### src/hw/rtl/rhc_pkg.sv
// shared types, constants and codes for the rainbow hue to rgb colorizer
`timescale 1ns / 1ps

package rhc_pkg;

  localparam int unsigned HUE_FULL      = 360;
  localparam int unsigned SECTOR_SPAN   = 60;
  localparam int unsigned PCT_MAX       = 100;
  localparam int unsigned CHAN_MAX      = 255;
  localparam int unsigned FULL_SCALE    = 6000;

  // floor(x / 360) as (x * RECIP_360) >> SHIFT_360, exact for x below 2**21
  localparam logic [21:0] RECIP_360     = 22'd2982617;
  localparam int unsigned SHIFT_360     = 30;

  // floor(x / 600000) as (x * RECIP_CHAN) >> SHIFT_CHAN, exact for x below 2**28
  localparam logic [28:0] RECIP_CHAN    = 29'd469124962;
  localparam int unsigned SHIFT_CHAN    = 48;

  typedef enum logic [2:0] {
    CFG_HUE_STEP   = 3'd0,
    CFG_SATURATION = 3'd1,
    CFG_BRIGHTNESS = 3'd2,
    CFG_BACK_MODE  = 3'd3,
    CFG_INVERT     = 3'd4,
    CFG_COLOR_EN   = 3'd5
  } cfg_idx_t;

  typedef enum logic [2:0] {
    SEC_RED_YEL = 3'd0,
    SEC_YEL_GRN = 3'd1,
    SEC_GRN_CYN = 3'd2,
    SEC_CYN_BLU = 3'd3,
    SEC_BLU_MAG = 3'd4,
    SEC_MAG_RED = 3'd5
  } sector_t;

  typedef struct packed {
    logic [7:0]  character;
    logic [15:0] line_offset;
    logic [11:0] column;
  } rhc_in_t;

  typedef struct packed {
    logic [7:0] character_out;
    logic [7:0] text_red;
    logic [7:0] text_green;
    logic [7:0] text_blue;
    logic [7:0] back_red;
    logic [7:0] back_green;
    logic [7:0] back_blue;
    logic       text_color_valid;
    logic       back_color_valid;
  } rhc_out_t;

  typedef struct packed {
    logic [7:0] hue_step;
    logic [6:0] sat;
    logic [6:0] val;
    logic       background_mode;
    logic       invert_text;
    logic       color_enable;
  } rhc_cfg_t;

  typedef struct packed {
    logic       valid;
    logic [7:0] character;
    sector_t    sector;
    logic [5:0] frac;
  } rhc_hue_t;

  typedef struct packed {
    logic       valid;
    logic [7:0] character;
    sector_t    sector;
    logic [7:0] cv;
    logic [7:0] cp;
    logic [7:0] cq;
    logic [7:0] ct;
  } rhc_chan_t;

endpackage

### src/hw/rtl/rhc_chan.sv
// channel pipeline: numerators, scaling by value and exact division by 600000
`timescale 1ns / 1ps

module rhc_chan
  import rhc_pkg::*;
(
  input  logic      clk,
  input  logic      rst_n,
  input  rhc_hue_t  hue_in,
  input  rhc_cfg_t  cfg,
  output rhc_chan_t chan_out
);

  logic        v5_r, v6_r, v7_r;
  logic        v5_nxt, v6_nxt, v7_nxt;
  logic [7:0]  ch5_r, ch6_r, ch7_r;
  sector_t     sec5_r, sec6_r, sec7_r;
  logic [12:0] np5_r, nq5_r, nt5_r;
  logic [12:0] np5_nxt, nq5_nxt, nt5_nxt;
  logic [14:0] v255;
  logic [27:0] xv6_r, xp6_r, xq6_r, xt6_r;
  logic [27:0] xv6_nxt, xp6_nxt, xq6_nxt, xt6_nxt;
  logic [56:0] pv7_r, pp7_r, pq7_r, pt7_r;
  logic [56:0] pv7_nxt, pp7_nxt, pq7_nxt, pt7_nxt;

  assign v5_nxt = hue_in.valid;
  assign v6_nxt = v5_r;
  assign v7_nxt = v6_r;

  // stage 5: numerators
  assign np5_nxt = 13'(FULL_SCALE) - 13'(cfg.sat) * 13'(SECTOR_SPAN);
  assign nq5_nxt = 13'(FULL_SCALE) - 13'(cfg.sat) * 13'(hue_in.frac);
  assign nt5_nxt = 13'(FULL_SCALE) - 13'(cfg.sat) * 13'(6'(SECTOR_SPAN) - hue_in.frac);

  // stage 6: value times 255 times numerator
  assign v255    = {cfg.val, 8'd0} - 15'(cfg.val);
  assign xv6_nxt = 28'(v255) * 28'(FULL_SCALE);
  assign xp6_nxt = 28'(v255) * 28'(np5_r);
  assign xq6_nxt = 28'(v255) * 28'(nq5_r);
  assign xt6_nxt = 28'(v255) * 28'(nt5_r);

  // stage 7: reciprocal multiply for the quotient by 600000
  assign pv7_nxt = 57'(xv6_r) * 57'(RECIP_CHAN);
  assign pp7_nxt = 57'(xp6_r) * 57'(RECIP_CHAN);
  assign pq7_nxt = 57'(xq6_r) * 57'(RECIP_CHAN);
  assign pt7_nxt = 57'(xt6_r) * 57'(RECIP_CHAN);

  always_ff @(posedge clk) begin
    if (!rst_n) begin
      v5_r <= 1'b0;
      v6_r <= 1'b0;
      v7_r <= 1'b0;
    end else begin
      v5_r <= v5_nxt;
      v6_r <= v6_nxt;
      v7_r <= v7_nxt;
    end
  end

  always_ff @(posedge clk) begin
    ch5_r  <= hue_in.character;
    sec5_r <= hue_in.sector;
    np5_r  <= np5_nxt;
    nq5_r  <= nq5_nxt;
    nt5_r  <= nt5_nxt;
    ch6_r  <= ch5_r;
    sec6_r <= sec5_r;
    xv6_r  <= xv6_nxt;
    xp6_r  <= xp6_nxt;
    xq6_r  <= xq6_nxt;
    xt6_r  <= xt6_nxt;
    ch7_r  <= ch6_r;
    sec7_r <= sec6_r;
    pv7_r  <= pv7_nxt;
    pp7_r  <= pp7_nxt;
    pq7_r  <= pq7_nxt;
    pt7_r  <= pt7_nxt;
  end

  assign chan_out.valid     = v7_r;
  assign chan_out.character = ch7_r;
  assign chan_out.sector    = sec7_r;
  assign chan_out.cv        = pv7_r[SHIFT_CHAN +: 8];
  assign chan_out.cp        = pp7_r[SHIFT_CHAN +: 8];
  assign chan_out.cq        = pq7_r[SHIFT_CHAN +: 8];
  assign chan_out.ct        = pt7_r[SHIFT_CHAN +: 8];

endmodule

### config.mk
export PLATFORM = sky130hd
export DESIGN_NAME = rhc_chan
export DESIGN_NICKNAME = d
export VERILOG_FILES = /design/src/hw/rtl/rhc_pkg.sv /design/src/hw/rtl/rhc_chan.sv
export SDC_FILE = /design/constraint.sdc
export NUM_CORES = 2
export LEC_CHECK = 0
export BUFFER_PORTS_ARGS = -buffer_cell sky130_fd_sc_hd__buf_2
export CORE_MARGIN = 2
export CORE_UTILIZATION = 40
export CTS_BUF_LIST = sky130_fd_sc_hd__clkbuf_8
export DETAILED_ROUTE_END_ITERATION = 12
export GPL_ROUTABILITY_DRIVEN = 1
export PLACE_DENSITY = 0.56
export SLEW_MARGIN = 20
export SYNTH_ARGS = -nofsm -noshare
export SYNTH_HDL_FRONTEND = slang
export SYNTH_SLANG_ARGS = --single-unit
### constraint.sdc
create_clock -name clk -period 9.7 [get_ports clk]
set_clock_uncertainty 0.1 [all_clocks]
set_input_delay 0.97 -clock clk [delete_from_list [all_inputs] [get_ports clk]]
set_output_delay 0.97 -clock clk [all_outputs]
set_load 0.01 [all_outputs]
# Word-level counts from Yosys, hierarchy flattened
# Cells that the tools add are included.
# classes
n_addsub,5
n_mul,11
# ops
cell,n
$mul 28x28->55 const B,3
$mul 15x13->28,3
$mul 24x28->51 const B,1
$sub 13x13->13 const A,3
$mul 15x9->24 const B,1
$sub 15x7->15,1
$mul 7x6->13,1
$mul 8x7->13,1
$mul 7x4->11 const B,1
$sub 6x6->7 const A,1
# totals
out_inout_bits,44
register_bits,403
wordCells,36

# Logic depth before layout (Yosys ltp)
# logic_depth
ltp_word,3
mapped_depth,28

# Worst setup path after synthesis
# Ideal clock, no wire load.
# synth_path
path_type,input to register
start,input port cfg[3] (netlist name)
end,register xt6_r[27]
path_stages,25
required_time_ns,9.480
arrival_ns,7.078
setup_ns,0.120
slack_ns,2.403
path_cell_list,inv_1 -> ha_1 -> nand2_1 -> or2_2 -> nor3_1 -> xnor2_1 -> clkbuf_1 -> clkbuf_1 -> nand2_1 -> fa_1 -> fa_1 -> fa_1 -> fa_1 -> fa_1 -> inv_1 -> ha_1 -> a211oi_1 -> o21bai_1 -> a41o_1 -> a31o_2 -> a41oi_1 -> a21oi_1 -> a21oi_1 -> o21ai_1 -> xnor2_1
# synth_via
elab_chain_cells,2
# synth_lines
element,line,rtl
start: declaration,rhc_chan.sv:10,"input rhc_cfg_t cfg,"
$sub 15x7->15,rhc_chan.sv:36,"assign v255 = {cfg.val, 8'd0} - 15'(cfg.val);"
$mul 15x13->28,rhc_chan.sv:40,assign xt6_nxt = 28'(v255) * 28'(nt5_r);
net xt6_nxt[27],rhc_chan.sv:22,"logic [27:0] xv6_nxt, xp6_nxt, xq6_nxt, xt6_nxt;"
end signal: assignment,rhc_chan.sv:71,xt6_r <= xt6_nxt;
end: declaration,rhc_chan.sv:21,"logic [27:0] xv6_r, xp6_r, xq6_r, xt6_r;"
# The timed path passes the listed nets, and every way through them passes these cells.
# A chain may end at the register's enable or synchronous reset.

# Worst setup path after layout
# layout_path
start,register xt6_r[14]
end,register pt7_r[53]
# layout_via
elab_chain_cells,1
# layout_lines
element,line,rtl
$mul 28x28->55,rhc_chan.sv:46,assign pt7_nxt = 57'(xt6_r) * 57'(RECIP_CHAN);
net pt7_nxt[53],rhc_chan.sv:24,"logic [56:0] pv7_nxt, pp7_nxt, pq7_nxt, pt7_nxt;"
end signal: assignment,rhc_chan.sv:77,pt7_r <= pt7_nxt;
end: declaration,rhc_chan.sv:23,"logic [56:0] pv7_r, pp7_r, pq7_r, pt7_r;"
# The timed path passes the listed nets, and every way through them passes these cells.

==> results.json <==
{
  "cts_setup_buffers": 0,
  "cts_max_path_buffers": 3,
  "syn_to_final_growth_pct": 5.77,
  "synth_top_flop_cell": "dfxtp_1",
  "rows": 160,
  "vias_per_cell": 4.74,
  "first_pass_iters": 7,
  "rr_startpoint": "xt6_r[14]$_DFF_P_",
  "end_kind": "register",
  "ys_ff_latch": 209,
  "ctsRootBufferMaster": "clkbuf_8",
  "max_slew_margin": 0.352,
  "grt_use_total": 0.202,
  "startpoint": "xt6_r[14]$_DFF_P_",
  "port_buffers": 77,
  "seq_area_mm2": 0.00419,
  "cts-buffers-inserted": 49,
  "synth_top_cells_by_area": "fa_1 (44%), ha_1 (22%), inv_1 (13%)",
  "timing.fmax_ghz": 0.125,
  "n_fill_cell": 18600,
  "crit_type": "reg2reg",
  "multiInputGateArea_mm2": 0.0615,
  "yosysTopAreaCellShare": 0.436,
  "crit_arrival_ns": 8.51,
  "tns_ns": 0,
  "maxCapViolCount": 0,
  "hold_viol": 0,
  "core-area_mm2": 0.190,
  "synth_cells": 7880,
  "grt_start_max_net_pins": 45,
  "route.detailed.drc": 0,
  "cts_resized": 0,
  "clk_latency_ns": 0.76,
  "gp_congestion": 0.955,
  "holdBufCountCts": 0,
  "antenna_found_initial": 17,
  "ys_warn_count": 0,
  "clk_pin_slew_ns": 0.06,
  "finalCritPeriodShare": 0.822,
  "hpwl_um": 166000,
  "num_vias": 49600,
  "setup_slack_ns": 1.72,
  "cts_num_sinks": 209,
  "start_util": 0.401,
  "worstMarginPinSlew_ns": 0.972,
  "min_from": "hue_in[9]",
  "status": "finished, final reports clean",
  "cp_max_fo": 4,
  "cts_tree": "done",
  "fin_crit_ns": 7.98,
  "fin_nets": 11000,
  "drt_wl_total_um": 186000,
  "cts_max_level": 2,
  "synth_edf_count": 0,
  "yosysTopAreaCell": "fa_1",
  "holdWs_ns": 0.217,
  "drive_gt1_frac": 0.0268,
  "cp-start-kind": "register",
  "wire_per_inst_um": 17.8,
  "synth_seq_area_share": 0.0550,
  "dp_slack_ns": 1.04,
  "ys_types": 71,
  "die_y_um": 440,
  "drtIter0Drc": 2159,
  "hold_path.class": "in2reg",
  "syn_area_mm2": 0.0760,
  "finalSetupViolations": 0,
  "rsz0062_at_grt": "false",
  "die_x_um": 440,
  "io_pins": 89,
  "synthArstFlopShare": 0,
  "cp.required_ns": 10.23,
  "grt_pass1_vias": 55100,
  "synth.avg_cell_area_um2": 9.65,
  "grt_first_pass_wirelength_um": 304000,
  "grt-ovfl-total": 0,
  "syn-num-nets": 10900,
  "finalMaxSlewViolations": 0,
  "antenna_left": 0,
  "die-area_mm2": 0.194
}
## path summary, 6_finish.rpt
| kind | end | slack, ns | cells after the start |
|---|---|---|---|
| worst min-delay path | ch5_r[0]$_DFF_P_ | 0.22 | 1 |
| worst max-delay path | pt7_r[53]$_DFF_P_ | 1.72 | 21 |
| worst max register to register | pt7_r[53]$_DFF_P_ | 1.72 | 21 |
| worst min register to register | ch7_r[0]$_DFF_P_ | 0.22 | 0 |
## layout by cell type, fill, tap and decap left out, types with 6 or more instances in the layout
cell type	count
inv_1	2663
fa_1	1656
ha_1	1360
nand2_1	394
and2_1	292
dfxtp_1	208
a21oi_1	148
xnor2_1	138
a21o_1	116
nor2_1	109
xor2_1	102
o21ai_0	93
buf_2	77
clkbuf_8	60
nand3_1	52
o21bai_1	50
nor3_1	42
and3_1	36
nor2b_1	33
a211oi_1	30
nand4_1	27
buf_4	22
o21a_1	16
nand2b_1	16
or2_2	15
o211ai_1	15
a31oi_1	15
or3_1	9
nor4_1	8
o31ai_1	8
a2111oi_0	7
o21ai_1	6
nand3b_1	6
## state kept, by name, summed over array words and instances, names as in the netlist
signal	count
ch5_r	8
ch6_r	8
ch7_r	8
np5_r	11
nq5_r	12
nt5_r	13
pp7_r	8
pq7_r	8
pt7_r	8
pv7_r	8
sec5_r	3
sec6_r	3
sec7_r	3
v5_r	1
v6_r	1
v7_r	1
xp6_r	26
xq6_r	27
xt6_r	28
xv6_r	24
## per-layer routing
layer,up-vias,track usage,share of wire
met4,2,0.0534,0.028
met2,849,0.348,0.49
met1,25100,0.269,0.44
met3,239,0.0252,0.040
li1,23400,-,-
met5,-,0,0.000086
## through the flow
step                      area [um2]  utilization  instances
final                          80400        0.424      10500
after global routing           80400        0.424      10500
after CTS                      80400        0.424      10500
after detailed placement       79300        0.418      10400
after global placement         79300        0.418      10400
after floorplan                76000            -       7880
## cells in the mapped netlist, types with 3 or more instances
cell and n:
or2_2 15, a221oi_1 4, nor3_1 42, a21oi_1 148
clkbuf_1 124, nor2_1 112, o221ai_1 3, nand2b_1 16
and3_1 36, a211oi_1 30, o21bai_1 50, o211ai_1 15
nand3b_1 6, nor2b_1 33, o2111ai_1 5, xnor2_1 142
a31oi_1 15, nor4_1 8, o22ai_1 3, inv_1 2650
xor2_1 102, nand3_1 52, a21o_1 116, o21ai_1 6
a21boi_0 3, or4_1 3, a41oi_1 5, nand4_1 27
nor3b_1 4, ha_1 1360, and2_1 292, nand2_1 394
o41ai_1 3, a2111oi_0 7, a2111oi_2 3, and4_1 5
dfxtp_1 209, nand4b_1 3, o21a_1 16, or3_1 9
fa_1 1656, a211o_1 4, o311ai_0 5, o31ai_1 8
o21ai_0 95
## worst max-delay path: stages, from the launching register on
cell      delay [ns]
dfxtp_1         0.47
inv_1           0.25
fa_1            0.64
inv_1           0.12
fa_1            0.57
fa_1            0.45
fa_1            0.52
fa_1            0.45
fa_1            0.50
inv_1           0.05
fa_1            0.55
inv_1           0.06
ha_1            0.33
a21oi_1         0.14
o21ai_0         0.13
a221oi_1        0.41
o21ai_0         0.28
a32oi_1         0.58
nand2_1         0.38
or4_1           0.49
a31oi_1         0.21
xnor2_1         0.16
## logic make-up (layout without fill, tap and decap cells)
logic type,after synthesis,count (layout),share of synthesized area
other,0,4,0
AO/OA/AOI/OAI,571,571,0.0496
AND/OR/NAND/NOR,1062,1062,0.0700
multiplexers,3,3,0.000428
XOR/XNOR,244,244,0.0281
flip-flops,209,209,0.0550
adder cells (fa/ha/maj),3016,3016,0.660
buffers and inverters,2775,2837,0.137
## cell type report
cell class,count,area share
Clock inverter,28,0.00317
Clock buffer,60,0.0103
Inverter,2650,0.124
Multi-Input combinational cell,4896,0.765
Sequential cell,209,0.0520
Antenna cell,4,0.000124
Timing Repair Buffer,99,0.00684
Tap cell,2511,0.0391
Power is left out: the tool's default activity adds up to more than one toggle a clock period on the data nets, which glitch-free logic cannot reach.
