<file path="src/hw/rtl/rhc_pkg.sv">
// shared types, constants and codes for the rainbow hue to rgb colorizer
`timescale 1ns / 1ps

package rhc_pkg;

  localparam int unsigned HUE_FULL      = 360;
  localparam int unsigned SECTOR_SPAN   = 60;
  localparam int unsigned PCT_MAX       = 100;
  localparam int unsigned CHAN_MAX      = 255;
  localparam int unsigned FULL_SCALE    = 6000;

  // floor(x / 360) as (x * RECIP_360) >> SHIFT_360, exact for x below 2**21
  localparam logic [21:0] RECIP_360     = 22'd2982617;
  localparam int unsigned SHIFT_360     = 30;

  // floor(x / 600000) as (x * RECIP_CHAN) >> SHIFT_CHAN, exact for x below 2**28
  localparam logic [28:0] RECIP_CHAN    = 29'd469124962;
  localparam int unsigned SHIFT_CHAN    = 48;

  typedef enum logic [2:0] {
    CFG_HUE_STEP   = 3'd0,
    CFG_SATURATION = 3'd1,
    CFG_BRIGHTNESS = 3'd2,
    CFG_BACK_MODE  = 3'd3,
    CFG_INVERT     = 3'd4,
    CFG_COLOR_EN   = 3'd5
  } cfg_idx_t;

  typedef enum logic [2:0] {
    SEC_RED_YEL = 3'd0,
    SEC_YEL_GRN = 3'd1,
    SEC_GRN_CYN = 3'd2,
    SEC_CYN_BLU = 3'd3,
    SEC_BLU_MAG = 3'd4,
    SEC_MAG_RED = 3'd5
  } sector_t;

  typedef struct packed {
    logic [7:0]  character;
    logic [15:0] line_offset;
    logic [11:0] column;
  } rhc_in_t;

  typedef struct packed {
    logic [7:0] character_out;
    logic [7:0] text_red;
    logic [7:0] text_green;
    logic [7:0] text_blue;
    logic [7:0] back_red;
    logic [7:0] back_green;
    logic [7:0] back_blue;
    logic       text_color_valid;
    logic       back_color_valid;
  } rhc_out_t;

  typedef struct packed {
    logic [7:0] hue_step;
    logic [6:0] sat;
    logic [6:0] val;
    logic       background_mode;
    logic       invert_text;
    logic       color_enable;
  } rhc_cfg_t;

  typedef struct packed {
    logic       valid;
    logic [7:0] character;
    sector_t    sector;
    logic [5:0] frac;
  } rhc_hue_t;

  typedef struct packed {
    logic       valid;
    logic [7:0] character;
    sector_t    sector;
    logic [7:0] cv;
    logic [7:0] cp;
    logic [7:0] cq;
    logic [7:0] ct;
  } rhc_chan_t;

endpackage

</file>
<file path="src/hw/rtl/rhc_route.sv">
// sector select and text / background routing into the output register
`timescale 1ns / 1ps

module rhc_route
  import rhc_pkg::*;
(
  input  logic      clk,
  input  logic      rst_n,
  input  rhc_chan_t chan_in,
  input  rhc_cfg_t  cfg,
  output logic      out_valid,
  output rhc_out_t  out_data
);

  logic       valid_r, valid_nxt;
  rhc_out_t   data_r, data_nxt;
  logic [7:0] red, green, blue;
  logic       tvalid, bvalid, inv;

  always_comb begin
    case (chan_in.sector)
      SEC_RED_YEL: begin red = chan_in.cv; green = chan_in.ct; blue = chan_in.cp; end
      SEC_YEL_GRN: begin red = chan_in.cq; green = chan_in.cv; blue = chan_in.cp; end
      SEC_GRN_CYN: begin red = chan_in.cp; green = chan_in.cv; blue = chan_in.ct; end
      SEC_CYN_BLU: begin red = chan_in.cp; green = chan_in.cq; blue = chan_in.cv; end
      SEC_BLU_MAG: begin red = chan_in.ct; green = chan_in.cp; blue = chan_in.cv; end
      default: begin red = chan_in.cv; green = chan_in.cp; blue = chan_in.cq; end
    endcase
  end

  assign bvalid = cfg.color_enable & cfg.background_mode;
  assign tvalid = cfg.color_enable & (~cfg.background_mode | cfg.invert_text);
  assign inv    = cfg.background_mode & cfg.invert_text;

  always_comb begin
    valid_nxt                 = chan_in.valid;
    data_nxt.character_out    = chan_in.character;
    data_nxt.back_color_valid = bvalid;
    data_nxt.text_color_valid = tvalid;
    data_nxt.back_red         = bvalid ? red : 8'd0;
    data_nxt.back_green       = bvalid ? green : 8'd0;
    data_nxt.back_blue        = bvalid ? blue : 8'd0;
    if (!tvalid) begin
      data_nxt.text_red   = 8'd0;
      data_nxt.text_green = 8'd0;
      data_nxt.text_blue  = 8'd0;
    end else if (inv) begin
      data_nxt.text_red   = ~red;
      data_nxt.text_green = ~green;
      data_nxt.text_blue  = ~blue;
    end else begin
      data_nxt.text_red   = red;
      data_nxt.text_green = green;
      data_nxt.text_blue  = blue;
    end
  end

  always_ff @(posedge clk) begin
    if (!rst_n) begin
      valid_r <= 1'b0;
    end else begin
      valid_r <= valid_nxt;
    end
  end

  always_ff @(posedge clk) begin
    data_r <= data_nxt;
  end

  assign out_valid = valid_r;
  assign out_data  = data_r;

endmodule

</file>
<file path="config.mk">
export PLATFORM = sky130hd
export DESIGN_NAME = rhc_route
export DESIGN_NICKNAME = d
export VERILOG_FILES = /design/src/hw/rtl/rhc_pkg.sv /design/src/hw/rtl/rhc_route.sv
export SDC_FILE = /design/constraint.sdc
export NUM_CORES = 1
export LEC_CHECK = 0
export BUFFER_PORTS_ARGS = -buffer_cell sky130_fd_sc_hd__buf_2
export CELL_PAD_IN_SITES_DETAIL_PLACEMENT = 1
export CELL_PAD_IN_SITES_GLOBAL_PLACEMENT = 2
export CORE_MARGIN = 1.5
export CORE_UTILIZATION = 23
export CTS_CLUSTER_SIZE = 10
export DETAILED_ROUTE_END_ITERATION = 16
export HOLD_SLACK_MARGIN = 0.1
export PLACE_DENSITY_LB_ADDON = 0.08
export SKIP_CTS_REPAIR_TIMING = 1
export SLEW_MARGIN = 25
export SYNTH_ARGS = -nofsm -noshare
export SYNTH_HDL_FRONTEND = slang
export SYNTH_SLANG_ARGS = --single-unit
</file>
<file path="constraint.sdc">
create_clock -name clk -period 1.2 [get_ports clk]
set_input_delay 0.3 -clock clk [delete_from_list [all_inputs] [get_ports clk]]
set_output_delay 0.3 -clock clk [all_outputs]
set_load 0.005 [all_outputs]
</file>
== Word level (Yosys, flattened, before mapping) ==
Cells that the tools add are included.
Word-level totals
  output and inout port bits: 59
  word-level logic and storage cells: 31
  flip-flop bits (word level): 59
  bits of input ports: 71
Cells by class
  equal/unequal tests: 4
  muxes and demuxes: 4
  reductions and logical operators: 5
  bitwise logic cells: 8
Operators with widths (number)
  $pmux W8 S3: 3
  $mux W24: 1
  $not A8 Y8: 3
  $reduce_or A2 Y1: 4
  $eq A3 B2 Y1 const B: 2
  $and A1 B1 Y1: 3
  $eq A3 B1 Y1 const B: 1
  $eq A3 B3 Y1 const B: 1
  $logic_not A3 Y1: 1
  $not A1 Y1: 1
  $or A1 B1 Y1: 1

== Longest topological paths before layout ==
Gate-level depths: netlist of the first run.
  depth after elaboration: 5
  gate-level depth with buffers: 7
  gate-level depth less buffers: 4

== Worst setup path before layout of the first run ==
OpenSTA, ideal clock, no wires.
  path kind: input to register
  from: input chan_in[32] in the netlist's numbering
  to: register data_r (netlist bit out_data[42])
  library setup time: 0.072 ns
  data arrival time: 1.201 ns
  cell stages on the path: 5
  data required time: 1.128 ns
  setup slack: -0.073 ns
  cells stage by stage: buf_2 > buf_1 > a211oi_1 > o22ai_1 > mux2i_1
On the way
  word-level cells in the longest chain between the ends: 5
  elaborated cells between the ends (all ways): 8
  those cells by class: eq/ne (4); mux (2); bitwise (1); reduce/logical (1)
RTL lines
  start: declaration: RTL line rhc_route.sv:9  | input rhc_chan_t chan_in,
  $eq A3 B2 Y1: RTL line rhc_route.sv:21  | case (chan_in.sector)
  $reduce_or A2 Y1 (no line)
  $pmux W8 S3 *: RTL line rhc_route.sv:21
  $not A8 Y8: RTL line rhc_route.sv:48  | data_nxt.text_red = ~red;
  $mux W24 *: RTL line rhc_route.sv:47  | end else if (inv) begin
  end signal: assignment: RTL line rhc_route.sv:67  | data_r <= data_nxt;
  end: declaration: RTL line rhc_route.sv:16  | rhc_out_t data_r, data_nxt;
Mark *: on every way between the ends. The rest lies on a longest branch, timed or not.
A chain may end at the register's enable or synchronous reset.

== Worst setup path in the final report of the first run ==
  from: input chan_in[34] in the netlist's numbering
  to: register data_r (netlist bit out_data[24])
On the way
  word-level cells in the longest chain between the ends: 3
  elaborated cells between the ends (all ways): 6
  those cells by class: eq/ne (4); mux (1); reduce/logical (1)
RTL lines (RTL line)
  $eq A3 B2 Y1: rhc_route.sv:21
  $reduce_or A2 Y1 (no line)
  $pmux W8 S3 *: rhc_route.sv:21
Marked as above.

==> flow_summary.yaml, run 1 <==
run_status:
  status: "finished, final reports clean"
cells_and_area:
  fin_area_um2: 4126
  finish.utilization_pct: 36.29
  antenna_cells: 0
  num-nets-final: 496
  syn_to_final_growth_pct: 54.11
  drive_gt1_share_pct: 43.49
timing:
  fin_crit_ns: 1.148
  timing.final.ws_setup_ns: 0.05171
  drv_slew: 0
  maxSlewHeadroom_pct: 73.70
  fmax_mhz: 870.9
  hold_violations: 0
  period_share_pct: 95.69
  tightestPinTransition_ns: 0.3945
  rsz0062_at_grt: "yes"
  finalSetupViolations: 0
  setup-tns-final_ns: 0
setup_path:
  critPathKind: "primary input to register"
  cp-end-kind: "register"
  crit_required_ns: 1.44
  startpoint_type: "primary input"
  timing.critical_path.fanout_max: 7
  crit_arrival_ns: 1.38
logic_synthesis:
  synthTopCellsByArea: "dfxtp_1, mux2i_1, nor2_1"
  synthFlopType: "dfxtp_1"
  synth.avg_cell_area_um2: 9.597
  synth_seq_cells: 59
  synth_common_cells: "dfxtp_1, mux2i_1, nor2_1"
  ys_types: 32
  yosysWarnings: 0
  synth.most_common_cell: "dfxtp_1"
  synth_top_area_share_pct: 44.11
  seq_area_frac_synth_pct: 44.11
  netlist_instances: 279
  yosys.area.top_type: "dfxtp_1"
  async_flop_share_pct: 0
  synth_nets: 350
  synth_edf_count: 0
  synth_area_um2: 2678
floorplanning:
  initial_core_util_pct: 23.55
  die_h_um: 110.9
  ios: 130
  fp.dieArea_um2: 12300
  die_w_um: 110.9
  rows: 39
  core_um2: 11370
placement:
  numPortBuffers: 107
  hpwl_um: 6760
  postPlaceCellArea_um2: 3631
  finalWeightedCongestion: 0.7410
  pre_cts_ws_ns: -0.5509
hold_path:
  min_to: "out_valid"
  hold_class: "primary input to register"
  holdCritStartpoint: "chan_in[43]"
  holdPathStages: 2
drt:
  routed_via_density: 4.513
  first_pass_iters: 4
  drt-total-wl_um: 9294
  vias: 2586
  final_antenna_net_count: 0
  drt_iter0_drc: 43
  wl_per_cell_um: 16.22
  drc_errors: 0
clock_tree:
  root_buffer: "clkbuf_16"
  htreeDepth: 3
  numCtsBuffers: 9
  cts_tree: "built"
  cts.sinks: 59
  cts_max_path_buffers: 2
  clk_pin_slew_worst_paths_ns: 0.05
power_and_ir_drop:
  design_power_total_mw: 5.516
  p_leak_nw: 1.992
  ir_worst_vdd_v: 0.0007532
  p_per_area_nw_per_um2: 1337
global_route:
  grt_max_degree: 25
  grt.total_usage_pct: 15.34
  grt_pass1_vias: 2625
  grt_overflow_total: 0
  antenna_found_initial: 0
  grt_pass1_wl_um: 14500
flow_run:
  maxCapViolCount: 0
-- area by class of cell --
class                           instances  area (µm²)
Timing Repair Buffer                  160        1049
Clock buffer                           14       264.0
Tap cell                              143       178.9
Fill cell                            1329        7243
Multi-Input combinational cell        185        1406
Sequential cell                        59        1181
Inverter                               10       37.54
Clock inverter                          2       10.01
-- per-layer routing --
| metal | GRT usage (%) | up-vias | routed length (µm) |
|---|---|---|---|
| li1 | - | 1278 | - |
| met1 | 19.78 | 1231 | 4336 |
| met2 | 24.24 | 70 | 4328 |
| met3 | 4.866 | 7 | 531 |
| met4 | 5.128 | 0 | 98 |
| met5 | 0 | - | 0 |
-- kinds of logic after synthesis --
logic type,share of synthesized area (%)
XOR/XNOR,0.6076
flip-flops,44.11
multiplexers,17.20
AO/OA/AOI/OAI,17.38
AND/OR/NAND/NOR,14.02
buffers and inverters,6.682
-- power breakdown --
group          total (mW)  switching (mW)  internal (mW)
Sequential           2.14          0.0449           2.09
Combinational        1.02           0.498          0.521
Clock                2.36           0.855           1.50
Total                5.52            1.40           4.12
-- metrics by stage --
step	instances	hold slack, ns
finish	573	0.1806
global route	573	0.1822
CTS	563	0.05935
detailed placement	547	0.4042
global placement	547	0.4024
floorplan	279	0.3277
-- flip-flops by register name, indices dropped and copies added (netlist names) --
name / cells
out_data: 58
out_valid: 1
-- critical path: stages --
cell and delay (ns):
buf_12 0.11, buf_4 0.14, xnor2_4 0.36, o22ai_1 0.15, buf_4 0.16, nor2_1 0.16
-- cell usage in the layout, fill, tap and decap left out, drive strengths merged --
cell         count
a211oi          11
a21boi           1
a31oi            8
a32oi            1
and2             1
buf            152
clkbuf          14
clkinv           2
dfxtp           59
dlygate4sd3      8
inv             10
mux2i           46
nand2            3
nand2b           4
nand3            1
nand4bb          1
nor2            37
nor2b           10
nor3            14
nor3b            6
o211a            1
o211ai           9
o21a             6
o21ai           10
o22a             8
o22ai            6
xnor2            1
-- worst max-delay path by stage --
stage / from / to / slack [ns] / cells after the start
2_1_floorplan: chan_in[34] / out_data[26] / -0.04 / 5
3_3_place_gp: chan_in[33] / out_data[26] / -0.48 / 6
3_5_place_dp: chan_in[33] / out_data[33] / -0.55 / 6
4_1_cts: chan_in[33] / out_data[26] / -0.19 / 6
5_1_grt: chan_in[34] / out_data[27] / -0.02 / 6
6_report: chan_in[34] / out_data[24] / 0.05 / 6
Power figures use the tool's default switching activity.
==> run 2, diff against run 1 <==
--- a/config.mk
+++ b/config.mk
@@ -5,11 +5,12 @@
 export SDC_FILE = /design/constraint.sdc
 export NUM_CORES = 1
 export LEC_CHECK = 0
+export ABC_AREA = 1
 export BUFFER_PORTS_ARGS = -buffer_cell sky130_fd_sc_hd__buf_2
 export CELL_PAD_IN_SITES_DETAIL_PLACEMENT = 1
 export CELL_PAD_IN_SITES_GLOBAL_PLACEMENT = 2
 export CORE_MARGIN = 1.5
-export CORE_UTILIZATION = 23
+export CORE_UTILIZATION = 21
 export CTS_CLUSTER_SIZE = 10
 export DETAILED_ROUTE_END_ITERATION = 16
 export HOLD_SLACK_MARGIN = 0.1
==> flow_summary.yaml, run 2 <==
run_status:
  status: "finished, final reports clean"
logic_synthesis:
  synth-xor-area-share_pct: 0
  synthAdderAreaFrac_pct: 0
  synth_mux_area_share_pct: 0
  synth-simple-area-share_pct: 38.30
  async_flop_share_pct: 0
  synthFlopType: "dfxtp_1"
  synth_area_um2: 2679
  synthTopCellsByArea: "dfxtp_1, nand2_1, nand3_1"
  yosysWarnings: 0
  seq_area_frac_synth_pct: 44.09
  ys_types: 19
  synth_top_area_share_pct: 44.09
  netlist_instances: 403
  synth_compound_area_share_pct: 6.212
  synth.most_common_cell: "nand2_1"
  synth_edf_count: 0
  synth_common_cells: "nand2_1, nand3_1, dfxtp_1"
  yosys.area.top_type: "dfxtp_1"
  synth_top_family_by_area: "simple AND/OR/NAND/NOR gates"
  synth.avg_cell_area_um2: 6.647
  synth_seq_cells: 59
  synth_nets: 474
global_route:
  grt_pass1_vias: 3061
  grt_util_met2_pct: 28.24
  grt_pass1_wl_um: 16920
  antenna_found_initial: 0
  grt-busiest-layer: "met2"
  grt_overflow_total: 0
  grt_use_met1_pct: 21.91
  grt_max_degree: 18
  grt_util_met3_pct: 3.609
  grt.total_usage_pct: 17.22
drt:
  vias: 3097
  final_antenna_net_count: 0
  drt-total-wl_um: 11080
  routed_via_density: 4.237
  drc_errors: 0
  first_pass_iters: 4
  drt_iter0_drc: 187
  wl_per_cell_um: 15.15
cells_and_area:
  drive_gt1_share_pct: 33.09
  mostFrequentLayoutCells: "buf_2, nand2_1, nand3_1"
  num-nets-final: 625
  largest_reg_flops: 58
  layout_commonest_cell: "buf_2"
  antenna_cells: 0
  syn_to_final_growth_pct: 57.92
  finish.utilization_pct: 33.80
clock_tree:
  root_buffer: "clkbuf_16"
  numCtsBuffers: 9
  htreeDepth: 3
  cts.sinks: 59
  clk_pin_slew_worst_paths_ns: 0.06
  cts_tree: "built"
  cts_max_path_buffers: 2
timing:
  tightestPinTransition_ns: 0.6168
  fin_crit_ns: 1.113
  fmax_mhz: 898.9
  drv_slew: 0
  timing.final.ws_setup_ns: 0.08750
  finalSetupViolations: 0
  period_share_pct: 92.71
  hold_violations: 0
  maxSlewHeadroom_pct: 58.88
hold_path:
  min_to: "out_valid"
  holdPathStages: 3
  hold_class: "primary input to register"
  holdCritStartpoint: "rst_n"
placement:
  hpwl_um: 8583
  finalWeightedCongestion: 0.8307
  numPortBuffers: 107
  pre_cts_ws_ns: -0.3526
floorplanning:
  die_w_um: 115.9
  rows: 41
  initial_core_util_pct: 21.40
  ios: 130
  die_h_um: 115.9
  fp.dieArea_um2: 13440
  core_um2: 12520
setup_path:
  timing.critical_path.fanout_max: 5
  critPathKind: "primary input to register"
  cp-end-kind: "register"
  crit_required_ns: 1.44
  startpoint_type: "primary input"
  crit_arrival_ns: 1.35
  critPathLaunch: "chan_in[34]"
power_and_ir_drop:
  design_power_total_mw: 5.940
  p_per_area_nw_per_um2: 1404
  p_leak_nw: 2.361
  ir_worst_vdd_v: 0.0005128
flow_run:
  maxCapViolCount: 0
==> run 2: worst max path at each step <==
stage,to
floorplan,out_data[33]
global placement,out_data[36]
detailed placement,out_data[36]
CTS,out_data[36]
global route,out_data[41]
finish,out_data[44]
==> run 2: per-stage QoR <==
stage,area (µm²),hold slack (ns),TNS (ns),instances
after floorplan,2756,0.3277,-0.01621,403
after global placement,3752,0.4028,-10.83,705
after detailed placement,3752,0.4043,-12.39,705
after CTS,4069,0.04473,0,721
after global routing,4230,0.1599,-0.03505,731
final,4230,0.1447,0,731
==> run 2: cell type report <==
type,count,area (µm²)
inverters,62,234.0
well taps,172,215.2
flip-flops and latches,59,1181
repair buffers,154,1002
clock buffers,9,225.2
multi-input cells,268,1281
clock inverters,7,91.34
fillers,1609,8287
==> run 2: cells by family after synthesis <==
logic type | after synthesis
AND/OR/NAND/NOR | 236
buffers and inverters | 76
AO/OA/AOI/OAI | 32
flip-flops | 59
==> run 2: critical path: stages <==
cell and delay (ns):
clkbuf_4 0.16, inv_2 0.09, nand2_2 0.08, buf_4 0.17
o21ai_0 0.27, nor2_2 0.09, a21oi_1 0.13, nor2_1 0.06
==> run 2: power breakdown <==
part	switching [mW]	internal, mW
combinational	0.599	0.443
sequential	0.0305	2.09
clock	0.965	1.81
total	1.59	4.35
==> run 2: routing by layer <==
layer | wire length [µm] | vias up | part of all wire [%]
li1 | - | 1576 | -
met1 | 5130 | 1427 | 46
met2 | 5230 | 82 | 47
met3 | 518 | 12 | 4.7
met4 | 197 | 0 | 1.8
met5 | 0 | - | 0
