**src/hw/rtl/rhc_pkg.sv**
```systemverilog
// shared types, constants and codes for the rainbow hue to rgb colorizer
`timescale 1ns / 1ps

package rhc_pkg;

  localparam int unsigned HUE_FULL      = 360;
  localparam int unsigned SECTOR_SPAN   = 60;
  localparam int unsigned PCT_MAX       = 100;
  localparam int unsigned CHAN_MAX      = 255;
  localparam int unsigned FULL_SCALE    = 6000;

  // floor(x / 360) as (x * RECIP_360) >> SHIFT_360, exact for x below 2**21
  localparam logic [21:0] RECIP_360     = 22'd2982617;
  localparam int unsigned SHIFT_360     = 30;

  // floor(x / 600000) as (x * RECIP_CHAN) >> SHIFT_CHAN, exact for x below 2**28
  localparam logic [28:0] RECIP_CHAN    = 29'd469124962;
  localparam int unsigned SHIFT_CHAN    = 48;

  typedef enum logic [2:0] {
    CFG_HUE_STEP   = 3'd0,
    CFG_SATURATION = 3'd1,
    CFG_BRIGHTNESS = 3'd2,
    CFG_BACK_MODE  = 3'd3,
    CFG_INVERT     = 3'd4,
    CFG_COLOR_EN   = 3'd5
  } cfg_idx_t;

  typedef enum logic [2:0] {
    SEC_RED_YEL = 3'd0,
    SEC_YEL_GRN = 3'd1,
    SEC_GRN_CYN = 3'd2,
    SEC_CYN_BLU = 3'd3,
    SEC_BLU_MAG = 3'd4,
    SEC_MAG_RED = 3'd5
  } sector_t;

  typedef struct packed {
    logic [7:0]  character;
    logic [15:0] line_offset;
    logic [11:0] column;
  } rhc_in_t;

  typedef struct packed {
    logic [7:0] character_out;
    logic [7:0] text_red;
    logic [7:0] text_green;
    logic [7:0] text_blue;
    logic [7:0] back_red;
    logic [7:0] back_green;
    logic [7:0] back_blue;
    logic       text_color_valid;
    logic       back_color_valid;
  } rhc_out_t;

  typedef struct packed {
    logic [7:0] hue_step;
    logic [6:0] sat;
    logic [6:0] val;
    logic       background_mode;
    logic       invert_text;
    logic       color_enable;
  } rhc_cfg_t;

  typedef struct packed {
    logic       valid;
    logic [7:0] character;
    sector_t    sector;
    logic [5:0] frac;
  } rhc_hue_t;

  typedef struct packed {
    logic       valid;
    logic [7:0] character;
    sector_t    sector;
    logic [7:0] cv;
    logic [7:0] cp;
    logic [7:0] cq;
    logic [7:0] ct;
  } rhc_chan_t;

endpackage

```
**src/hw/rtl/rhc_hue.sv**
```systemverilog
// hue pipeline: offset plus column times step, modulo 360, split into sector and fraction
`timescale 1ns / 1ps

module rhc_hue
  import rhc_pkg::*;
(
  input  logic      clk,
  input  logic      rst_n,
  input  logic      in_valid,
  input  rhc_in_t   in_word,
  input  rhc_cfg_t  cfg,
  output rhc_hue_t  hue_out
);

  logic        v1_r, v2_r, v3_r, v4_r;
  logic        v1_nxt, v2_nxt, v3_nxt, v4_nxt;
  logic [7:0]  ch1_r, ch2_r, ch3_r, ch4_r;
  logic [20:0] sum1_r, sum2_r;
  logic [20:0] sum1_nxt;
  logic [42:0] prod2_r;
  logic [42:0] prod2_nxt;
  logic [8:0]  hue3_r;
  logic [8:0]  hue3_nxt;
  logic [11:0] quot;
  logic [20:0] quot_x360;
  sector_t     sec4_r, sec4_nxt;
  logic [5:0]  frac4_r, frac4_nxt;
  logic [8:0]  sec_base;

  assign v1_nxt   = in_valid;
  assign v2_nxt   = v1_r;
  assign v3_nxt   = v2_r;
  assign v4_nxt   = v3_r;

  // stage 1: exact hue sum
  assign sum1_nxt = 21'(in_word.line_offset) + 21'(in_word.column) * 21'(cfg.hue_step);

  // stage 2: reciprocal multiply for the quotient by 360
  assign prod2_nxt = 43'(sum1_r) * 43'(RECIP_360);

  // stage 3: remainder
  assign quot      = prod2_r[SHIFT_360 +: 12];
  assign quot_x360 = 21'(quot) * 21'(HUE_FULL);
  assign hue3_nxt  = 9'(sum2_r - quot_x360);

  // stage 4: sector and position inside it
  always_comb begin
    if (hue3_r >= 9'(5 * SECTOR_SPAN)) begin
      sec4_nxt = SEC_MAG_RED;
      sec_base = 9'(5 * SECTOR_SPAN);
    end else if (hue3_r >= 9'(4 * SECTOR_SPAN)) begin
      sec4_nxt = SEC_BLU_MAG;
      sec_base = 9'(4 * SECTOR_SPAN);
    end else if (hue3_r >= 9'(3 * SECTOR_SPAN)) begin
      sec4_nxt = SEC_CYN_BLU;
      sec_base = 9'(3 * SECTOR_SPAN);
    end else if (hue3_r >= 9'(2 * SECTOR_SPAN)) begin
      sec4_nxt = SEC_GRN_CYN;
      sec_base = 9'(2 * SECTOR_SPAN);
    end else if (hue3_r >= 9'(SECTOR_SPAN)) begin
      sec4_nxt = SEC_YEL_GRN;
      sec_base = 9'(SECTOR_SPAN);
    end else begin
      sec4_nxt = SEC_RED_YEL;
      sec_base = 9'd0;
    end
    frac4_nxt = 6'(hue3_r - sec_base);
  end

  always_ff @(posedge clk) begin
    if (!rst_n) begin
      v1_r <= 1'b0;
      v2_r <= 1'b0;
      v3_r <= 1'b0;
      v4_r <= 1'b0;
    end else begin
      v1_r <= v1_nxt;
      v2_r <= v2_nxt;
      v3_r <= v3_nxt;
      v4_r <= v4_nxt;
    end
  end

  always_ff @(posedge clk) begin
    ch1_r   <= in_word.character;
    sum1_r  <= sum1_nxt;
    ch2_r   <= ch1_r;
    sum2_r  <= sum1_r;
    prod2_r <= prod2_nxt;
    ch3_r   <= ch2_r;
    hue3_r  <= hue3_nxt;
    ch4_r   <= ch3_r;
    sec4_r  <= sec4_nxt;
    frac4_r <= frac4_nxt;
  end

  assign hue_out.valid     = v4_r;
  assign hue_out.character = ch4_r;
  assign hue_out.sector    = sec4_r;
  assign hue_out.frac      = frac4_r;

endmodule

```
**config.mk**
```make
export PLATFORM = sky130hd
export DESIGN_NAME = rhc_hue
export DESIGN_NICKNAME = d
export VERILOG_FILES = /design/src/hw/rtl/rhc_pkg.sv /design/src/hw/rtl/rhc_hue.sv
export SDC_FILE = /design/constraint.sdc
export NUM_CORES = 1
export LEC_CHECK = 0
export BUFFER_PORTS_ARGS = -buffer_cell sky130_fd_sc_hd__buf_2
export CAP_MARGIN = 20
export CORE_MARGIN = 2
export CORE_UTILIZATION = 55
export DETAILED_ROUTE_END_ITERATION = 16
export PLACE_DENSITY = 0.71
export RECOVER_POWER = 100
export SYNTH_ARGS = -nofsm -noshare
export SYNTH_HDL_FRONTEND = slang
export SYNTH_SLANG_ARGS = --single-unit
```
**constraint.sdc**
```tcl
create_clock -name clk -period 12.62 [get_ports clk]
set_input_delay 0.631 -clock clk [delete_from_list [all_inputs] [get_ports clk]]
set_output_delay 0.631 -clock clk [all_outputs]
set_load 0.005 [all_outputs]
```
After elaboration in Yosys (flattened, before gate mapping)
Index checks and enable logic that the tools add are counted.

Bits in registers: 126. Logic and storage cells: 36. Input bits: 64.

$add $sub $neg: 3. Multipliers: 3. Reduce and logical (&&, ||, !) cells: 1. $lt $le $gt $ge: 5. Mux-type cells: 9.

Operators by type and width (count): $mul 21x22->42 const B (1); $mux 6 (5); $add 16x20->21 (1); $mul 12x8->20 (1); $ge 9x8->1 const B (2); $mul 12x6->6 const B (1); $ge 9x6->1 const B (1); $ge 9x7->1 const B (1); $ge 9x9->1 const B (1); $sub 9x9->9 (1); $sub 6x6->6 (1); $mux 2 (2); $mux 1 (2); $reduce_or 2->1 (1).

Depth between registers and ports, before layout
Gate-level depths: netlist of run 1.

Depth after elaboration: 7. Gate-level depth with buffers: 21.

Worst setup path before layout of run 1
Ideal clock, no wire load.

Path type: register to register. Start: register sum1_r[12]. End: register prod2_r[35]. Cell stages (with the launch flop): 18. Clock period less this slack: 5.424 ns. Path buffers: 0. Required time: 12.499 ns. Arrival: 5.304 ns. Path slack: 7.196 ns. Setup time: 0.121 ns. Cells stage by stage: dfxtp_1 ha_1 fa_1 fa_1 fa_1 fa_1 fa_1 inv_1 fa_1 inv_1 ha_1 nand2_1 nor3_1 nand2_1 o311a_1 o21ai_1 a21oi_1 xnor2_1.

Longest elaborated chain between the ends: 1.

Ends and longest elaborated chain: start: declaration (RTL line rhc_hue.sv:18) `logic [20:0] sum1_r, sum2_r;`; start signal: assignment (RTL line rhc_hue.sv:86) `sum1_r <= sum1_nxt;`; $mul 21x22->42 (RTL line rhc_hue.sv:39) `assign prod2_nxt = 43'(sum1_r) * 43'(RECIP_360);`; named net prod2_nxt[35] (RTL line rhc_hue.sv:21) `logic [42:0] prod2_nxt;`; end signal: assignment (RTL line rhc_hue.sv:89) `prod2_r <= prod2_nxt;`; end: declaration (RTL line rhc_hue.sv:20) `logic [42:0] prod2_r;`.

The timed path passes the listed nets, and every way through them passes these cells. A chain may end at the register's enable or synchronous reset.

Worst setup path in the final report of run 1
Ends and elaborated chain as after synthesis.

==> results.py, run 1 <==
metrics = {
    "setup_path": {
        "worstRegToRegCells": 17,
        "cp.required_ns": 12.86,
        "crit_slowest_cell": "dfxtp_1",
        "cp.arrival_ns": 6.31,
        "crit_path_start_kind": "register",
        "crit_type": "register to register",
        "end_kind": "register",
        "crit_fanout": 5,
        "worst_path_most_repeated_cell": "fa_1",
        "cpPeakStageDelay_ns": 0.58,
        "worstPathCellList": "ha_1 -> fa_1 -> fa_1 -> fa_1 -> fa_1 -> fa_1 -> inv_1 -> fa_1 -> inv_1 -> ha_1 -> nand2_1 -> nor3_1 -> nand2_1 -> o311a_1 -> o21ai_0 -> a21oi_1 -> xnor2_1",
    },
    "placement": {
        "dp_cells": 1442,
        "hpwl_um": 19500,
        "place_area_um2": 12000,
        "io_buffers": 64,
        "gp_congestion": 0.920,
    },
    "floorplanning": {
        "core-area_um2": 20300,
        "row_count": 52,
        "die_h_um": 148,
        "chipWidth_um": 148,
        "die-area_um2": 21900,
        "io_pins": 82,
        "start_util": 0.562,
    },
    "synthesis": {
        "synth.distinct_cells": 44,
        "synthesis.area_um2": 11400,
        "synth_cells": 1118,
        "ys_async_sr_fraction": 0,
        "yosysTopAreaCell": "fa_1",
        "yosysMostFrequentCell": "inv_1",
        "syn_nets": 1588,
        "synth_top_area_share": 0.351,
        "synth-edff-count": 0,
        "syn_area_per_cell_um2": 10.2,
        "synth_warnings": 0,
        "ys_seq_area_frac": 0.158,
        "synth_top_cells_by_count": "inv_1, ha_1, fa_1, dfxtp_1, nand2_1",
        "synth.area.top_cells": "fa_1, ha_1, dfxtp_1",
        "ys_seq_elements": 90,
        "synthFlopType": "dfxtp_1",
    },
    "finish": {
        "drive_above_1_share": 0.0623,
        "final_cells": 1458,
        "multi_input_area_um2": 8400,
        "final_util": 0.606,
        "fillerInstances": 1706,
        "layout.nets": 1653,
        "seqCellArea_um2": 1800,
        "fin_area_um2": 12300,
        "num_antenna_cells": 0,
        "area_growth_pct": 7.80,
    },
    "clocking": {
        "clock_tree.root_cell": "clkbuf_16",
        "cts_made_buffers": 9,
        "post_cts_resized": 0,
        "cts_hold_buf": 0,
        "insertion_delay_ns": 0.36,
        "clock_path_buffers": 2,
        "clkTransAtPathRegs_ns": 0.07,
        "cts_setup_buffers": 0,
        "htreeDepth": 3,
        "cts_tree": "done",
        "cts_sinks": 90,
    },
    "status": {
        "status": "finished, final reports clean",
    },
    "timing": {
        "worst_pin_slew_ns": 0.560,
        "slew_headroom": 0.626,
        "fin_crit_sh": 0.481,
        "fin_tns_setup_ns": 0,
        "rsz0062_at_grt": "no",
        "clock_skew_ns": 0.0135,
        "fmax_mhz": 165,
        "hold_viol": 0,
        "maxSlewViolCount": 0,
        "period_needed_ns": 6.07,
        "setup_violations": 0,
    },
    "hold_path": {
        "hold_class": "register to register",
        "holdPathStages": 0,
    },
    "detailed_routing": {
        "drt_wl_total_um": 21700,
        "antenna_left": 0,
        "highest_layer": "met4",
        "wl_per_cell_um": 14.9,
        "wl_met3_um": 505,
        "routedLengthMet1_um": 9630,
        "viasPerCell": 4.97,
        "first_pass_iters": 4,
        "drc": 0,
        "vias": 7251,
        "dr_wl_met2_um": 10900,
        "drtIter0Drc": 224,
    },
    "global_route": {
        "antenna_found_initial": 0,
        "grt_pass1_wl_um": 36600,
        "grtUsageTotal": 0.213,
        "grt_overflow_total": 0,
        "grt_pass1_vias": 7684,
        "grt_max_degree": 20,
    },
    "run": {
        "drv_cap": 0,
    },
}
cell usage in the layout (no fill, tap or decap), drive strengths merged, types with 6 or more instances in the layout:
cell type | synthesis | routed
and2 | 51 | 51
nor2 | 14 | 14
nand2 | 72 | 72
dfxtp | 90 | 90
a21o | 15 | 15
clkbuf | 9 | 18
nand3 | 6 | 6
a21oi | 30 | 30
buf | 1 | 55
xor2 | 10 | 10
xnor2 | 29 | 29
inv | 305 | 310
fa | 200 | 200
nor3 | 6 | 6
ha | 206 | 206
o21ai | 22 | 22
final cells by class:
| class | instances | share of cell area |
|---|---|---|
| clock inverter | 7 | 0.00621 |
| inverter | 305 | 0.0931 |
| sequential | 90 | 0.147 |
| timing repair buffer | 64 | 0.0251 |
| multi-input combinational | 713 | 0.683 |
| clock buffer | 9 | 0.0183 |
| tap | 270 | 0.0275 |
worst max-delay path, delay by kind of cell, from the launching register on:
kind | cells | cell delay [ns]
compound gates | 3 | 0.79
flops | 1 | 0.58
xor+xnor | 1 | 0.13
simple gates | 3 | 0.46
fa+ha+maj | 8 | 3.91
buf+inv | 2 | 0.10
through the flow:
| stage | hold WS, ns | worst slack, ns |
|---|---|---|
| after floorplan | 0.310 | 7.20 |
| after global placement | 0.310 | 6.70 |
| after detailed placement | 0.312 | 6.64 |
| after CTS | 0.325 | 6.64 |
| after global routing | 0.326 | 6.33 |
| final | 0.323 | 6.55 |
kinds of logic after synthesis:
kind of cell | Yosys count | share of synthesized area
AO/OA/AOI/OAI | 98 | 0.0571
adder cells (fa/ha/maj) | 406 | 0.577
flip-flops | 90 | 0.158
buffers and inverters | 315 | 0.104
AND/OR/NAND/NOR | 170 | 0.0737
XOR/XNOR | 39 | 0.0300
registers in the layout (all words and copies together) (netlist names), 8 cells and up:
register / count
ch1_r: 8
ch2_r: 8
ch3_r: 8
ch4_r: 8
hue3_r: 9
prod2_r: 9
sum1_r: 21
layer usage:
layer  vias up  track usage
met2       122        0.377
met5         -            0
met4         0       0.0714
li1       3559            -
met1      3537        0.275
met3        33       0.0225
path summary, 6_finish.rpt:
| kind | start | endpoint | slack, ns |
|---|---|---|---|
| setup / recovery | sum1_r[12] | prod2_r[35] | 6.55 |
| hold / removal | ch3_r[0] | ch4_r[0] | 0.32 |
| setup reg to reg | sum1_r[12] | prod2_r[35] | 6.55 |
| hold reg to reg | ch3_r[0] | ch4_r[0] | 0.32 |
Power of run 1 is left out: the tool's default activity adds up to more than one toggle a clock period on the data nets, which glitch-free logic cannot reach.
==> run 2: changes to the inputs <==
- ABC_AREA: default -> 1
- PLACE_DENSITY: 0.71 -> 0.73
- clock period: 12.62 -> 5.3 ns (I/O delays scaled with it)
==> run 2 against run 1 <==
  * Sequential share of layout area fell by 1.0 points
  * Die area is 8.2% higher
  * Cell area increased by 8.4%
  * Critical endpoint is now prod2_r[32]
  * Largest cell class unchanged
  * Highest routed layer unchanged
==> results.py, run 2 <==
metrics = {
    "status": {
        "status": "finished, final reports clean",
    },
    "finish": {
        "fin_area_um2": 13300,
        "final_cells": 1795,
        "num_antenna_cells": 0,
        "area_growth_pct": 7.71,
        "regMostFlops": "sum1_r",
        "fillerInstances": 1844,
        "top_regs": "sum1_r x21, hue3_r x9, prod2_r x9",
        "largest_reg_flops": 21,
        "final_cell_mix": "inv_1, nand2_1, ha_1, fa_1, dfxtp_1",
        "drive_above_1_share": 0.0634,
        "layout.nets": 1980,
        "multi_input_area_um2": 8940,
        "seqCellArea_um2": 1810,
        "layout_commonest_cell": "inv_1",
    },
    "floorplanning": {
        "die_h_um": 154,
        "die-area_um2": 23700,
        "start_util": 0.563,
        "io_pins": 82,
        "core-area_um2": 22000,
        "row_count": 54,
        "chipWidth_um": 154,
    },
    "detailed_routing": {
        "antenna_left": 0,
        "drc": 0,
        "viasPerCell": 4.94,
        "drt_wl_total_um": 25600,
        "vias": 8869,
        "first_pass_iters": 5,
        "wl_per_cell_um": 14.3,
        "drtIter0Drc": 318,
    },
    "setup_path": {
        "end_kind": "register",
        "worstRegToRegCells": 17,
        "r2r-start": "sum1_r[12]",
        "cp.arrival_ns": 5.39,
        "r2r_end": "prod2_r[32]",
        "r2r_setup_slack_ns": 0.16,
        "crit_path_start_kind": "register",
        "crit_fanout": 4,
        "crit_type": "register to register",
        "cp.required_ns": 5.55,
    },
    "synthesis": {
        "ys_seq_area_frac": 0.146,
        "synth_top_area_share": 0.324,
        "synth.distinct_cells": 30,
        "synth_warnings": 0,
        "yosysMostFrequentCell": "inv_1",
        "synth_cells": 1451,
        "synthFlopType": "dfxtp_1",
        "yosysTopAreaCell": "fa_1",
        "synth.area.top_cells": "fa_1, ha_1, dfxtp_1",
        "ys_seq_elements": 90,
        "ys_async_sr_fraction": 0,
        "synth_top_cells_by_count": "inv_1, nand2_1, ha_1, fa_1, dfxtp_1",
        "synthesis.area_um2": 12400,
        "syn_area_per_cell_um2": 8.52,
        "synth-edff-count": 0,
        "syn_nets": 1921,
    },
    "timing": {
        "fin_crit_sh": 0.969,
        "fmax_mhz": 195,
        "worst_pin_slew_ns": 0.647,
        "hold_viol": 0,
        "clock_skew_ns": 0.00790,
        "period_needed_ns": 5.14,
        "slew_headroom": 0.564,
        "rsz0062_at_grt": "no",
        "maxSlewViolCount": 0,
        "setup_violations": 0,
        "fin_tns_setup_ns": 0,
    },
    "clocking": {
        "cts_tree": "done",
        "htreeDepth": 3,
        "insertion_delay_ns": 0.35,
        "clock_tree.root_cell": "clkbuf_16",
        "cts_setup_buffers": 0,
        "clock_path_buffers": 2,
        "cts_sinks": 90,
        "cts_made_buffers": 9,
        "clkTransAtPathRegs_ns": 0.07,
    },
    "global_route": {
        "grt_pass1_vias": 9354,
        "antenna_found_initial": 0,
        "grt_overflow_total": 0,
        "grtUsageTotal": 0.224,
        "grt_pass1_wl_um": 42500,
        "grt_max_degree": 20,
    },
    "placement": {
        "place_area_um2": 13000,
        "gp_congestion": 0.893,
        "io_buffers": 64,
        "hpwl_um": 23100,
        "dp_cells": 1778,
    },
    "hold_path": {
        "hold_end": "ch1_r[6]",
        "holdPathStages": 1,
        "hold_class": "input pin to register",
        "min-delay-start": "in_word[34]",
    },
    "run": {
        "drv_cap": 0,
    },
}
-- run 2: cell type report --
type                    count  share of cell area
well taps                 280              0.0263
inverters                 420               0.118
clock buffers               9              0.0169
flip-flops and latches     90               0.136
repair buffers             69              0.0256
clock inverters             7             0.00573
multi-input cells         920               0.671
-- run 2: how the worst max path moves through the flow --
stage               slack, ns          end  cells past startpoint       start
floorplan                0.37  prod2_r[34]                     18  sum1_r[12]
global placement         0.16  prod2_r[34]                     18  sum1_r[12]
detailed placement       0.10  prod2_r[31]                     20  sum1_r[15]
CTS                      0.12  prod2_r[34]                     18  sum1_r[12]
global route            0.009  prod2_r[32]                     18  sum1_r[12]
finish                   0.16  prod2_r[32]                     17  sum1_r[12]
-- run 2: logic make-up after synthesis --
group                      share of synthesized area
buffers and inverters                          0.134
and+or+nand+nor                                0.137
adders and majority gates                      0.532
DFF                                            0.146
AOI/OAI and AO/OA                             0.0316
xor gates and xnor gates                      0.0197
-- run 2: critical path, cell delays in order, from the launching register on --
cell	delay [ns]
dfxtp_2	0.35
ha_1	0.35
fa_1	0.55
fa_1	0.47
fa_1	0.52
fa_1	0.52
fa_1	0.54
inv_1	0.05
fa_1	0.52
inv_1	0.04
ha_1	0.33
nand2_1	0.11
nor2_1	0.21
nand4_1	0.14
nor2_1	0.12
nand2_1	0.07
nand3_1	0.08
nand2_1	0.05
-- run 2: layer usage --
layer  vias up  track usage  wire [µm]
li1       4403            -          -
met1      4223        0.269      10600
met2       195        0.422      13400
met3        48       0.0245        969
met4         0       0.0654        695
met5         -            0          0
-- run 2: what timing repair did --
action	CTS	global route
hold buffers	0	1
setup endpoints to repair	0	6
hold endpoints to repair	0	1
resized for setup	0	20
-- run 2: stage by stage --
step	util	hold WS [ns]	worst slack, ns
2_1_floorplan	-	0.293	0.366
5_1_grt	0.607	0.00509	0.00852
3_3_place_gp	0.591	0.310	0.160
3_5_place_dp	0.591	0.312	0.103
6_report	0.607	0.0120	0.163
4_1_cts	0.605	0.00327	0.116
Power of run 2 is left out for the same reason.
==> run 3: changes to the inputs <==
- PLACE_DENSITY: 0.73 -> 0.76
==> run 3 against run 2 <==
  * Flip-flop and latch count did not move
  * Largest cell class unchanged
  * Clock skew rose by 0.0048 ns
  * Critical path type unchanged
  * Clock-buffer cell count did not move
==> results.py, run 3 (synthesis results as in run 2) <==
metrics = {
    "timing": {
        "hold_viol": 0,
        "fin_hold_ws_ns": 0.0118,
        "period_needed_ns": 5.12,
        "worst_pin_slew_ns": 0.629,
        "setup_violations": 0,
        "fmax_mhz": 195,
        "slew_headroom": 0.577,
        "rsz0062_at_grt": "no",
        "clock_skew_ns": 0.0127,
        "fin_tns_setup_ns": 0,
        "fin_crit_sh": 0.965,
        "maxSlewViolCount": 0,
    },
    "setup_path": {
        "crit_type": "register to register",
        "cp.arrival_ns": 5.36,
        "crit_path_start_kind": "register",
        "worstPathCellList": "ha_1 -> inv_1 -> fa_1 -> inv_1 -> ha_1 -> fa_1 -> inv_1 -> fa_1 -> fa_1 -> inv_1 -> ha_1 -> ha_1 -> a21oi_1 -> nor2_1 -> nor2_1 -> nand3_1 -> nand2_1 -> nand2_1 -> nand2_1 -> nand2_1",
        "cpPeakStageDelay_ns": 0.58,
        "crit_start": "sum1_r[6]",
        "cp.required_ns": 5.54,
        "crit_fanout": 5,
        "end_kind": "register",
        "r2r-start": "sum1_r[6]",
        "crit_slowest_cell": "fa_1",
    },
    "status": {
        "status": "finished, final reports clean",
    },
    "finish": {
        "layout_commonest_cell": "inv_1",
        "regMostFlops": "sum1_r",
        "fillerInstances": 1819,
        "fin_area_um2": 13400,
        "num_antenna_cells": 0,
        "final_util": 0.610,
        "drive_above_1_share": 0.0685,
        "area_growth_pct": 8.28,
        "largest_reg_flops": 21,
        "final_cell_mix": "inv_1, nand2_1, ha_1, fa_1, dfxtp_1",
        "layout.nets": 1984,
        "top_regs": "sum1_r x21, hue3_r x9, prod2_r x9",
    },
    "floorplanning": {
        "io_pins": 82,
        "core-area_um2": 22000,
        "row_count": 54,
        "die_h_um": 154,
        "chipWidth_um": 154,
        "die-area_um2": 23700,
        "start_util": 0.563,
    },
    "clocking": {
        "insertion_delay_ns": 0.36,
        "clock_path_buffers": 2,
        "clock_tree.root_cell": "clkbuf_16",
        "cts_sinks": 90,
        "htreeDepth": 3,
        "clkTransAtPathRegs_ns": 0.07,
        "cts_made_buffers": 9,
        "cts_tree": "done",
    },
    "detailed_routing": {
        "drt_wl_total_um": 26000,
        "drc": 0,
        "drtIter0Drc": 477,
        "vias": 8927,
        "wl_per_cell_um": 14.5,
        "first_pass_iters": 5,
        "viasPerCell": 4.96,
        "antenna_left": 0,
    },
    "global_route": {
        "grt_pass1_wl_um": 43700,
        "grtUsageTotal": 0.232,
        "grt_pass1_vias": 9361,
        "antenna_found_initial": 0,
        "grt_max_degree": 20,
        "grt_overflow_total": 0,
    },
    "placement": {
        "io_buffers": 64,
        "place_area_um2": 13000,
        "gp_congestion": 0.939,
        "hpwl_um": 22800,
    },
    "hold_path": {
        "hold_class": "input pin to register",
        "min-delay-start": "in_word[32]",
    },
    "run": {
        "drv_cap": 0,
    },
}
[run 3: cell types whose count changed in the layout (fill, tap and decap cells not counted), moves of 2 or more]
| cell | previous run | this run |
|---|---|---|
| buf_2 | 49 | 52 |
| clkbuf_1 | 15 | 12 |
| ha_1 | 205 | 202 |
| buf_4 | 4 | 6 |
| dfxtp_1 | 80 | 82 |
| dfxtp_2 | 10 | 8 |
| dlygate4sd3_1 | 1 | 3 |
| ha_4 | 1 | 3 |
[run 3: area by class of cell]
cell class,instances,area [µm²],share of cell area
Inverter,420,1580,0.118
Tap cell,280,350,0.0262
Timing Repair Buffer,73,380,0.0284
Sequential cell,90,1810,0.135
Multi-Input combinational cell,920,8970,0.670
Clock buffer,9,225,0.0168
Clock inverter,7,76.3,0.00570
[run 3: what timing repair did]
action,in CTS,in global routing
endpoints found under the setup margin,0,6
hold buffers,3,0
gates resized for setup,0,23
endpoints found under the hold margin,3,0
buffers inserted,0,1
[run 3: path summary, 6_finish.rpt]
path / end / slack [ns] / cells after the start
setup / recovery: prod2_r[32] / 0.18 / 20
hold / removal: ch1_r[4] / 0.01 / 1
setup reg to reg: prod2_r[32] / 0.18 / 20
hold reg to reg: ch2_r[5] / 0.33 / 0
[run 3: layer usage]
| metal | GRT usage | vias to the layer above | wire length [µm] |
|---|---|---|---|
| li1 | - | 4412 | - |
| met1 | 0.285 | 4259 | 10700 |
| met2 | 0.425 | 211 | 13300 |
| met3 | 0.0287 | 45 | 1280 |
| met4 | 0.0734 | 0 | 736 |
| met5 | 0 | - | 0 |
[run 3: critical path: cells and delay by family (launching register included)]
family / cells / cell delay, ns
and+or+nand+nor: 7 / 0.61
DFF: 1 / 0.53
adders and majority gates: 8 / 3.41
buffers and inverters: 4 / 0.23
AOI/OAI and AO/OA: 1 / 0.22
[run 3: stage by stage]
stage,worst slack [ns],cells
finish,0.184,1799
CTS,0.0832,1798
global placement,0.157,1779
floorplan,0.366,1451
global route,0.00194,1799
detailed placement,0.107,1779
Power of run 3 is left out for the same reason.
